**config.mk**
```make
export PLATFORM = sky130hd
export DESIGN_NAME = debounced_lap_stopwatch
export DESIGN_NICKNAME = d
export VERILOG_FILES = /design/src/rtl/dls_pkg.sv /design/src/rtl/debounced_lap_stopwatch.sv /design/src/rtl/dls_debounce.sv /design/src/rtl/dls_core.sv
export SDC_FILE = /design/constraint.sdc
export NUM_CORES = 1
export LEC_CHECK = 0
export ABC_AREA = 0
export ABC_CLOCK_PERIOD_IN_PS = 8380
export BUFFER_PORTS_ARGS = -buffer_cell sky130_fd_sc_hd__buf_2
export CORE_ASPECT_RATIO = 0.7
export CORE_UTILIZATION = 40
export DETAILED_ROUTE_END_ITERATION = 8
export PLACE_DENSITY_LB_ADDON = 0.12
export RECOVER_POWER = 50
export SYNTH_ARGS = -nofsm -noshare
export SYNTH_HDL_FRONTEND = slang
export SYNTH_SLANG_ARGS = --single-unit
```
**constraint.sdc**
```tcl
create_clock -name clk -period 8.38 [get_ports clk]
set_clock_uncertainty 0.15 [all_clocks]
set_input_delay 2.514 -clock clk [delete_from_list [all_inputs] [get_ports clk]]
set_output_delay 2.514 -clock clk [all_outputs]
set_load 0.005 [all_outputs]
```
**src/rtl/dls_pkg.sv**
```systemverilog
// shared types and constants for the debounced lap stopwatch
`default_nettype none

package dls_pkg;

	localparam int IN_W  = 40;
	localparam int OUT_W = 88;

	localparam logic [7:0]  TRIGGER_RESET = 8'd5;
	localparam logic [15:0] LAP_MAX       = 16'hFFFF;

	typedef struct packed {
		logic count_pulse;
		logic pause_pulse;
	} pulse_t;

	typedef struct packed {
		logic [31:0] state_time_ms;
		logic        running;
		logic [31:0] run_time_ms;
		logic [15:0] laps;
	} result_t;

endpackage

`default_nettype wire

```
**src/rtl/debounced_lap_stopwatch.sv**
```systemverilog
// top level of the debounced lap stopwatch
`default_nettype none

// Takes one button/timestamp sample per clock unless the output stalls, and returns
// one result per sample. A sample passes an input register, and its result is shown
// on the master side once the result register captures it, which waits while an
// earlier result stalls. With the output taken every cycle the block sustains one
// sample per cycle, set by the single update of the debounce and stopwatch state
// between those two registers. The trigger count resets to 5; the user must write
// it through cfg_wen/cfg_wdata only while no sample is in flight; nothing enforces it.

module debounced_lap_stopwatch (
	input  wire logic                     clk,
	input  wire logic                     arst_n,
	input  wire logic                     cfg_wen,
	input  wire logic [7:0]               cfg_wdata,
	input  wire logic                     s_tvalid,
	output logic                          s_tready,
	// count_button, pause_button, time_ms[31:0], zero pad
	input  wire logic [dls_pkg::IN_W-1:0] s_tdata,
	output logic                          m_tvalid,
	input  wire logic                     m_tready,
	// laps[15:0], run_time_ms[31:0], running, state_time_ms[31:0], zero pad
	output logic [dls_pkg::OUT_W-1:0]     m_tdata
);

	import dls_pkg::*;

	logic [7:0]  trigger_q;
	logic        valid_s1;
	logic        count_s1;
	logic        pause_s1;
	logic [31:0] time_s1;
	logic        valid_s2;
	result_t     result_s2;
	logic        advance;
	logic        count_pulse;
	logic        pause_pulse;
	pulse_t      pulses;
	result_t     result;

	assign advance  = valid_s1 & (~valid_s2 | m_tready);
	assign s_tready = ~valid_s1 | advance;

	always_ff @(posedge clk or negedge arst_n) begin
		if (!arst_n) begin
			trigger_q <= TRIGGER_RESET;
		end else if (cfg_wen) begin
			trigger_q <= cfg_wdata;
		end
	end

	always_ff @(posedge clk or negedge arst_n) begin
		if (!arst_n) begin
			valid_s1 <= 1'b0;
		end else if (s_tready) begin
			valid_s1 <= s_tvalid;
		end
	end

	always_ff @(posedge clk) begin
		if (s_tready && s_tvalid) begin
			count_s1 <= s_tdata[0];
			pause_s1 <= s_tdata[1];
			time_s1  <= s_tdata[33:2];
		end
	end

	dls_debounce u_count_filter (
		.clk     (clk),
		.arst_n  (arst_n),
		.en      (advance),
		.raw     (count_s1),
		.trigger (trigger_q),
		.pulse   (count_pulse)
	);

	dls_debounce u_pause_filter (
		.clk     (clk),
		.arst_n  (arst_n),
		.en      (advance),
		.raw     (pause_s1),
		.trigger (trigger_q),
		.pulse   (pause_pulse)
	);

	assign pulses = {count_pulse, pause_pulse};

	dls_core u_core (
		.clk     (clk),
		.arst_n  (arst_n),
		.en      (advance),
		.time_ms (time_s1),
		.pulses  (pulses),
		.result  (result)
	);

	always_ff @(posedge clk or negedge arst_n) begin
		if (!arst_n) begin
			valid_s2 <= 1'b0;
		end else if (~valid_s2 | m_tready) begin
			valid_s2 <= valid_s1;
		end
	end

	always_ff @(posedge clk) begin
		if (advance) begin
			result_s2 <= result;
		end
	end

	assign m_tvalid = valid_s2;
	assign m_tdata  = {{(OUT_W - $bits(result_t)){1'b0}}, result_s2};

endmodule

`default_nettype wire

```
**src/rtl/dls_debounce.sv**
```systemverilog
// integrator debounce filter with rising-edge pulse
`default_nettype none

module dls_debounce (
	input  wire logic       clk,
	input  wire logic       arst_n,
	input  wire logic       en,
	input  wire logic       raw,
	input  wire logic [7:0] trigger,
	output logic            pulse
);

	logic [7:0] level_q;
	logic       pressed_q;
	logic [7:0] level_nx;
	logic       pressed_nx;

	always_comb begin
		level_nx = level_q;
		if (raw) begin
			if (level_q < trigger) begin
				level_nx = level_q + 8'd1;
			end
		end else begin
			if (level_q != 8'd0) begin
				level_nx = level_q - 8'd1;
			end
		end
		pressed_nx = pressed_q;
		if (level_nx == 8'd0) begin
			pressed_nx = 1'b0;
		end else if (level_nx == trigger) begin
			pressed_nx = 1'b1;
		end
	end

	assign pulse = pressed_nx & ~pressed_q;

	always_ff @(posedge clk or negedge arst_n) begin
		if (!arst_n) begin
			level_q   <= 8'd0;
			pressed_q <= 1'b0;
		end else if (en) begin
			level_q   <= level_nx;
			pressed_q <= pressed_nx;
		end
	end

endmodule

`default_nettype wire

```
**src/rtl/dls_core.sv**
```systemverilog
// run/pause machine, lap counter and time accumulators
`default_nettype none

module dls_core (
	input  wire logic           clk,
	input  wire logic           arst_n,
	input  wire logic           en,
	input  wire logic [31:0]    time_ms,
	input  wire dls_pkg::pulse_t pulses,
	output dls_pkg::result_t    result
);

	import dls_pkg::*;

	logic        running_q;
	logic [15:0] laps_q;
	logic [31:0] run_total_q;
	logic [31:0] state_start_q;
	logic [31:0] prev_time_q;

	logic        running_nx;
	logic [15:0] laps_nx;
	logic [31:0] run_total_nx;
	logic [31:0] state_start_nx;

	always_comb begin
		running_nx   = running_q;
		laps_nx      = laps_q;
		run_total_nx = run_total_q;
		if (running_q) begin
			run_total_nx = run_total_q + (time_ms - prev_time_q);
			if (pulses.count_pulse && laps_q != LAP_MAX) begin
				laps_nx = laps_q + 16'd1;
			end
			if (pulses.pause_pulse) begin
				running_nx = 1'b0;
			end
		end else begin
			if (pulses.count_pulse || pulses.pause_pulse) begin
				running_nx = 1'b1;
			end
		end
		state_start_nx = (running_nx != running_q) ? time_ms : state_start_q;
	end

	assign result.laps          = laps_nx;
	assign result.run_time_ms   = run_total_nx;
	assign result.running       = running_nx;
	assign result.state_time_ms = time_ms - state_start_nx;

	always_ff @(posedge clk or negedge arst_n) begin
		if (!arst_n) begin
			running_q     <= 1'b0;
			laps_q        <= 16'd0;
			run_total_q   <= 32'd0;
			state_start_q <= 32'd0;
			prev_time_q   <= 32'd0;
		end else if (en) begin
			running_q     <= running_nx;
			laps_q        <= laps_nx;
			run_total_q   <= run_total_nx;
			state_start_q <= state_start_nx;
			prev_time_q   <= time_ms;
		end
	end

endmodule

`default_nettype wire

```
==> impl_metrics.ini <==
[run_status]
status = complete, but fails checks
violations = capacitance limit, slew limit

[clock_tree]
cts.sinks = 256
cts_max_path_buffers = 3
numCtsBuffers = 29
cts_tree = done
cts_root_buffer = clkbuf_16
clk_pin_slew_ps = 60
post_cts_resized = 0
ctsHoldBuffers = 0
cts_setup_buffers = 0
clk-insertion-delay-late_ps = 560
h-tree-depth = 1

[place]
place_area_um2 = 17000
port_buffers = 129
place.gp.congestion = 0.871
dp_hpwl_um = 26500
dpl_worst_slack_ps = 896

[finish]
syn_to_final_growth_pct = 12.8
diodes = 0
fin_area_um2 = 17900
drive_gt1_share_pct = 13.5
fin_nets = 1843
fillers = 3745

[global_route]
antenna_found_initial = 0
grt_max_degree = 83
grt_pass1_vias = 11315
grt-ovfl-total = 0
grt_pass1_wl_um = 60500
grt_use_total_pct = 18.7

[drt]
drt-pass1-iter-count = 5
drc = 0
vias = 11634
wl_per_cell_um = 16.6
routed_via_density = 5.23
drt_iter0_drc = 685
drt_wl_total_um = 36900
ant_nets = 0

[critical_path]
reg2reg_depth = 21
r2r_setup_slack_ps = 800
crit_path_end = m_tdata[80]
crit_arrival_ps = 7740
critPathLaunchType = flip-flop
worst_setup_path_end_kind = flip-flop
crit_start = trigger_q[5]
path_max_fanout = 9
critPathRequiredTime_ps = 8540
timing.rr.end = m_tdata[80]
crit_type = flip-flop to flip-flop
rr_startpoint = trigger_q[5]

[timing]
clock.fmax_mhz = 132
slew_headroom_pct = -192
setup_ws_ps = 798
rsz0062_at_grt = no
final-hold-violation-count = 0
tns_ps = 0
slew_viol_final = 265
period_share_pct = 90.5
fin_crit_ps = 7580
setup_violations = 0
worst_slew_pin_slew_ps = 4380

[logic_synthesis]
ys.flop_type = dfrtp_1
netlist_area_um2 = 15800
synth_async_sr_flop_share_pct = 55.1
synth-seq-area-share_pct = 44.1
yosys_warnings = 0
yosysTopAreaCell = dfrtp_1
synth_edf_count = 115
synthCells = 1566
ys_ff_latch = 256
ys_types = 79
synth.avg_cell_area_um2 = 10.1
ys_top_cells_by_area = dfrtp_1 (22%), edfxtp_1 (22%), ha_1 (6.5%)
synthTopCellsByCount = inv_1 (154), nand2_1 (149), dfrtp_1 (139)
synth_top_area_share_pct = 22.0
yosysMostFrequentCell = inv_1

[run]
drv_cap = 5

[pwr]
worst_ir_drop_vdd_uv = 221
cellPowerDensity_nw_per_um2 = 407
power_mw = 7.26
leakage_nw = 7.68

[floorplanning]
start_util_pct = 40.9
rows = 60
die_h_um = 168
ios = 143
die_w_um = 240
fp.coreArea_um2 = 38700
dieArea_um2 = 40400

[worst_hold_path]
min_path_type = flip-flop to flip-flop
-- cells in the final DEF, fill, tap and decap left out, types with 31 or more instances in the layout --
master,count
inv_1,153
nand2_1,148
dfrtp_1,138
o21ai_0,131
edfxtp_1,115
buf_2,104
xnor2_1,89
ha_1,82
a21oi_1,75
nor2_1,69
mux2_2,49
nand3_1,43
mux2i_1,43
fa_1,32
clkbuf_1,31
-- registers in the layout, indices dropped and copies added (netlist names) --
signal / count
u_count_filter.pressed_q: 1
count_s1: 1
pause_s1: 1
u_core.state_start_q: 32
u_pause_filter.pressed_q: 1
m_tdata: 81
valid_s1: 1
u_core.run_total_q: 32
u_count_filter.level_q: 8
u_pause_filter.level_q: 8
u_core.running_q: 1
u_core.laps_q: 16
u_core.prev_time_q: 32
m_tvalid: 1
trigger_q: 8
time_s1: 32
-- worst min path at each step --
stage | cells after the start | end | start | slack [ps]
global placement | 1 | u_core.state_start_q[14] | u_core.state_start_q[14] | 320
detailed placement | 1 | u_core.state_start_q[14] | u_core.state_start_q[14] | 330
finish | 1 | u_core.state_start_q[14] | u_core.state_start_q[14] | 340
floorplan | 2 | u_core.prev_time_q[0] | u_core.prev_time_q[0] | 310
global route | 1 | u_core.state_start_q[22] | u_core.state_start_q[22] | 360
CTS | 1 | u_core.state_start_q[14] | u_core.state_start_q[14] | 350
-- kinds of logic after synthesis --
| kind of cell | after synthesis | synth area share (%) |
|---|---|---|
| DFF | 256 | 44.1 |
| buffers and inverters | 224 | 5.69 |
| and+or+nand+nor | 411 | 12.7 |
| muxes | 101 | 6.84 |
| AOI/OAI and AO/OA | 353 | 14.1 |
| other | 1 | 0.0237 |
| adders and majority gates | 114 | 10.5 |
| xor gates and xnor gates | 106 | 5.95 |
-- area by class of cell --
cell class,count,area [µm²],area share [%]
Multi-Input combinational cell,1092,7980,44.7
Clock buffer,36,803,4.50
Tap cell,527,659,3.69
Clock inverter,18,138,0.771
Timing Repair Buffer,143,708,3.97
Sequential cell,256,6990,39.1
Inverter,154,583,3.27
-- worst max-delay path, stage by stage, from the launching register on --
cell and delay (ps):
dfrtp_1 510, inv_1 230, ha_1 370, nand4_1 240, o311ai_1 860, or4_1 230, nand3_1 80, a2111oi_0 550
nand4b_1 370, o32ai_4 730, mux2i_1 380, ha_1 290, nor2b_1 140, o31a_1 300, o21ai_0 410, a31oi_1 230
nor3_1 280, nor2_1 150, a41o_1 280, o31ai_1 240, a21oi_1 140, xnor2_1 140
-- power breakdown --
| part | total [mW] | internal (mW) | switching (mW) |
|---|---|---|---|
| clock network | 1.25 | 0.714 | 0.538 |
| logic | 3.84 | 1.67 | 2.17 |
| registers | 2.17 | 1.89 | 0.279 |
-- per-stage QoR --
stage,utilization (%),hold WS [ps],instances
final,46.1,339,2226
after global routing,46.1,359,2226
after CTS,46.2,345,2226
after detailed placement,43.8,331,2172
after global placement,43.8,325,2172
after floorplan,-,306,1572
-- routing by layer --
layer	track usage, %	vias to the layer above	wire length (µm)
met5	0	-	0
met4	3.34	0	519
met3	2.90	43	1640
met2	28.3	216	15800
met1	28.2	5634	19000
li1	-	5741	-
No activity file was read; power rests on OpenSTA's default activity.
